## src/hdl/rc4_stream_cipher_top_assert.svh

```systemverilog
// Assertion macros shared by the engine modules.
// Each macro expects signals named clock and reset in the calling module.
`ifndef RC4_STREAM_CIPHER_TOP_ASSERT_SVH
`define RC4_STREAM_CIPHER_TOP_ASSERT_SVH

// The consequent must hold in the same cycle as the antecedent.
`define RC4_ASSERT_SAME(label, ante, cons, msg) \
   label: assert property (@(posedge clock) disable iff (reset) (ante) |-> (cons)) \
      else $error(msg);

// The consequent must hold in the cycle after the antecedent.
`define RC4_ASSERT_NEXT(label, ante, cons, msg) \
   label: assert property (@(posedge clock) disable iff (reset) (ante) |=> (cons)) \
      else $error(msg);

`endif

```

## src/hdl/rc4_pkg.sv

```systemverilog
`timescale 1ns / 1ps

package rc4_pkg;

   localparam int BYTE_W        = 8;
   localparam int SBOX_DEPTH    = 256;
   localparam int MAX_KEY_BYTES = 256;
   localparam int KEY_CNT_W     = 9;
   localparam int QUEUE_DEPTH   = 2;
   localparam int QPTR_W        = $clog2(QUEUE_DEPTH);
   localparam int QCNT_W        = $clog2(QUEUE_DEPTH + 1);

   typedef enum logic [1:0] {
      CMD_KEY,
      CMD_KEY_LAST,
      CMD_DATA
   } cmd_type;

   typedef struct packed {
      cmd_type             cmd;
      logic [BYTE_W-1:0]   data_byte;
      logic                last;
   } item_type;

   typedef struct packed {
      logic     valid;
      item_type item;
   } qhead_type;

   typedef enum logic [2:0] {
      ST_IDLE,
      ST_DATA_J,
      ST_DATA_K,
      ST_DATA_FIN,
      ST_KS_A,
      ST_KS_B,
      ST_KS_C,
      ST_KS_D
   } state_type;

endpackage

```

## src/hdl/rc4_front.sv

```systemverilog
`timescale 1ns / 1ps

module rc4_front (
   input  logic                       clock,
   input  logic                       reset,
   input  logic                       req_valid,
   output logic                       req_stall,
   input  logic                       req_func,
   input  logic [rc4_pkg::BYTE_W-1:0] req_data_byte,
   input  logic                       req_last,
   output rc4_pkg::qhead_type         q_head,
   input  logic                       q_pop
);
   import rc4_pkg::*;

   `include "rc4_stream_cipher_top_assert.svh"

   item_type            q_mem_ff [QUEUE_DEPTH];
   logic [QPTR_W-1:0]   wr_ptr_ff;
   logic [QPTR_W-1:0]   rd_ptr_ff;
   logic [QCNT_W-1:0]   fill_ff;
   logic [QCNT_W-1:0]   fill_in;
   item_type            req_item;
   logic                push;

   // Sort each incoming word into a key byte, the key byte that ends a key, or data.
   always_comb begin
      req_item.data_byte = req_data_byte;
      req_item.last      = req_last;
      if (req_func) begin
         req_item.cmd = CMD_DATA;
      end else if (req_last) begin
         req_item.cmd = CMD_KEY_LAST;
      end else begin
         req_item.cmd = CMD_KEY;
      end
   end

   assign req_stall    = (fill_ff == QCNT_W'(QUEUE_DEPTH));
   assign push         = req_valid && !req_stall;
   assign q_head.valid = (fill_ff != '0);
   assign q_head.item  = q_mem_ff[rd_ptr_ff];

   always_comb begin
      fill_in = fill_ff;
      if (push && !q_pop) begin
         fill_in = fill_ff + QCNT_W'(1);
      end else if (!push && q_pop) begin
         fill_in = fill_ff - QCNT_W'(1);
      end
   end

   always_ff @(posedge clock) begin
      if (reset) begin
         wr_ptr_ff <= '0;
         rd_ptr_ff <= '0;
         fill_ff   <= '0;
      end else begin
         fill_ff <= fill_in;
         if (push) begin
            wr_ptr_ff <= (wr_ptr_ff == QPTR_W'(QUEUE_DEPTH - 1)) ? '0 : wr_ptr_ff + 1'b1;
         end
         if (q_pop) begin
            rd_ptr_ff <= (rd_ptr_ff == QPTR_W'(QUEUE_DEPTH - 1)) ? '0 : rd_ptr_ff + 1'b1;
         end
      end
   end

   always_ff @(posedge clock) begin
      if (push) begin
         q_mem_ff[wr_ptr_ff] <= req_item;
      end
   end

   `RC4_ASSERT_SAME(a_fill_range, 1'b1, fill_ff <= QCNT_W'(QUEUE_DEPTH), "queue overfilled")
   `RC4_ASSERT_SAME(a_pop_nonempty, q_pop, fill_ff != '0, "pop from an empty queue")
   `RC4_ASSERT_NEXT(a_fill_grow, push && !q_pop, fill_ff == $past(fill_ff) + QCNT_W'(1),
                    "queue fill did not track a push")

endmodule

```

## config.mk

```make
export PLATFORM = sky130hd
export DESIGN_NAME = rc4_front
export DESIGN_NICKNAME = d
export VERILOG_FILES = /design/src/hdl/rc4_pkg.sv /design/src/hdl/rc4_front.sv
export VERILOG_INCLUDE_DIRS = /design/src /design/src/hdl
export SDC_FILE = /design/constraint.sdc
export NUM_CORES = 1
export LEC_CHECK = 0
export BUFFER_PORTS_ARGS = -buffer_cell sky130_fd_sc_hd__buf_2
export CAP_MARGIN = 0
export CORE_MARGIN = 4
export CORE_UTILIZATION = 40
export DETAILED_ROUTE_END_ITERATION = 8
export PLACE_DENSITY = 0.63
export SLEW_MARGIN = 20
export SYNTH_ARGS = -nofsm -noshare
export SYNTH_HDL_FRONTEND = slang
export SYNTH_SLANG_ARGS = --single-unit
```

## constraint.sdc

```tcl
create_clock -name clock -period 3.7 [get_ports clock]
set_input_delay 0.185 -clock clock [delete_from_list [all_inputs] [get_ports clock]]
set_output_delay 0.185 -clock clock [all_outputs]
set_load 0.01 [all_outputs]
```

==> key figures <==
Timing
  • Pins Over Slew Limit: 0
  • Final clock skew: 4.00 ps
  • Final Hold Fails: 0
  • Final setup fails: 0
  • Slew @ Worst Pin: 495 ps
  • Fin crit share: 45.3%
  • Max-slew headroom: 67.0%
  • RSZ-0062 raised after global routing: no
  • Achievable Freq: 596 MHz
  • Setup WS post-layout: 2020 ps
  • Min Tclk post-route: 1680 ps
  • Final TNS setup: 0 ps

Global route
  • Number of global-route vias before repair: 587
  • Total Routing Usage GR: 10.4%
  • First-pass GRT wire length: 2550 um
  • Grt ovf: 0
  • Met1 usage: 11.6%
  • Busiest metal layer after global routing: met2
  • Routing usage on met2: 17.1%
  • M3 GR Usage: 4.17%
  • Largest net degree at the start of global routing: 16
  • Initial antenna violation count: 0

Finish
  • Layout overhead on the synthesized area: 18.5%
  • Layout cells sized above 1: 48.3%
  • Diode count: 0
  • Final #Nets: 105

Logic synthesis
  • Post-synth ARST share: 0%
  • Top cell type's share of synthesized area: 65.1%
  • Synth cell types: 16
  • Post-Syn Instances: 60
  • Most frequent cell after synthesis: edfxtp_1
  • Post-synth EDFFs: 22
  • Top cells by area in the synthesized netlist: edfxtp_1 65%, mux2_2 12%, dfxtp_1 9.9%, xor2_1 1.7%, nor2_1 1.5%
  • Post-synth top cells: 22 x edfxtp_1, 11 x mux2_2, 5 x dfxtp_1
  • Seq/Total Area, Yosys: 75.0%
  • Post-synth top area cell: edfxtp_1
  • Top FF cell, synth: edfxtp_1
  • Synthesized area per cell: 16.9 sq um
  • Syn nets: 75
  • Synthesis Warnings: 0
  • Synthesis-stage register bit count: 27
  • Post-synthesis cell area: 0.00101 sq mm

Die
  • Number of primary I/O pins: 27
  • Die ar.: 0.00341 sq mm
  • Die width: 58.4 um
  • Die extent in y: 58.4 um
  • Initial Util: 43.8%
  • Rows: 17
  • Core footprint: 0.00232 sq mm

Detailed routing
  • WL final: 1510 um
  • # DRC: 0
  • DR iter-0 viols: 3
  • Routed len/inst: 12.9 um
  • Vias per inst: 4.84
  • Via count: 566
  • First-pass detailed-route iteration total: 4
  • Post-route ant nets: 0

Clock tree
  • Post-CTS Setup Inserts: 0
  • CTS root buf: clkbuf_4
  • Skew-Pair Late Insertion Delay: 320 ps
  • CTS Buf Count: 3
  • CTS Sinks: 27
  • TritonCTS clock tree: yes
  • Cts repair resizes: 0
  • H-tree depth: 1
  • Maximum clock path buffer count: 2
  • Cts hold-fix bufs: 0
  • Clock Pin Slew Worst Setup and Hold Paths: 130 ps

Place
  • RD Place Congestion: 0.648
  • Hpwl dp: 1090 um
  • Number of I/O port buffers: 26
  • Setup WS pre-CTS: 2190 ps

Worst setup path
  • CP cell instances: mux2_2 > buf_2
  • Critical Path End Type: output pin
  • Crit path max-delay cell type: dfxtp_1
  • Arrival @ worst endpoint: 1490 ps
  • Max incr delay on CP: 630 ps
  • CP Launch Type: register
  • Worst Setup Path Type: register to output pin
  • Worst-path fanout max: 11
  • Worst path required time: 3510 ps

Pwr
  • Leakage: 0.479 nW
  • Worst IR Drop VDD: 0.309 mV
  • P per Cell Area: 512 mW/mm^2

Worst hold path
  • Hold Path Class: input pin to register

Run status
  • Status: finished clean

Run
  • Max Cap Viol: 0
critical path: cells and delay by family (launching register included):
family	cells	cell delay, ps
buffers and inverters	1	140
DFF	1	630
muxes	1	400
cell families after synthesis:
family | count (synthesis) | share of synthesized area [%]
compound gates | 4 | 1.97
xor+xnor | 3 | 2.59
fa+ha+maj | 1 | 1.23
buf+inv | 4 | 1.60
flops | 27 | 75.0
mux | 11 | 12.2
simple gates | 10 | 5.43
path summary, 6_finish.rpt:
path,from,end,slack (ps),depth (start not counted)
setup / recovery,register,q_head[9],2020,2
hold / removal,req_data_byte[3],q_mem_ff[0][4],40,1
setup reg to reg,fill_ff[1],fill_ff[1],2170,5
hold reg to reg,wr_ptr_ff,wr_ptr_ff,520,2
registers in the layout, indices dropped and copies added, names as in the netlist, named ones only:
register / flops
fill_ff: 2
rd_ptr_ff: 1
wr_ptr_ff: 1
q_mem_ff: 22
layer usage:
layer,routed length [um],up-vias
li1,-,276
met1,598,265
met2,759,20
met3,119,5
met4,34,0
met5,0,-
per-stage QoR:
stage | cells | instance area [sq um] | total power, mW | hold slack [ps] | util, %
3_3_place_gp | 113 | 1170 | 0.500 | 379 | 50.7
4_1_cts | 117 | 1200 | 0.625 | 31.6 | 51.9
5_1_grt | 117 | 1200 | 0.654 | 24.1 | 51.9
6_report | 117 | 1200 | 0.616 | 44.2 | 51.9
3_5_place_dp | 113 | 1170 | 0.504 | 380 | 50.7
2_1_floorplan | 60 | 1010 | 0.459 | 254 | -
layout by cell type, fill, tap and decap left out, types with 2 or more instances in the layout:
| cell | n |
|---|---|
| a21oi_1 | 2 |
| inv_1 | 3 |
| o21ai_0 | 2 |
| mux2_2 | 11 |
| dfxtp_1 | 5 |
| or3_1 | 2 |
| xor2_1 | 2 |
| clkbuf_4 | 3 |
| nor2_1 | 4 |
| edfxtp_1 | 22 |
| buf_2 | 26 |
where the power goes:
group	leakage [nW]	switching (mW)	internal (mW)
registers	0.247	0.0163	0.366
clock network	0.0177	0.0808	0.0405
logic	0.214	0.0575	0.0550
total	0.479	0.155	0.461
final cells by class:
type                            instances  area [sq um]
Fill cell                             214          1120
Timing Repair Buffer                   26           130
Clock inverter                          1          5.00
Sequential cell                        27           761
Tap cell                               28          35.0
Multi-Input combinational cell         29           238
Clock buffer                            3          22.5
Inverter                                3          11.3
Power figures use the tool's default switching activity.
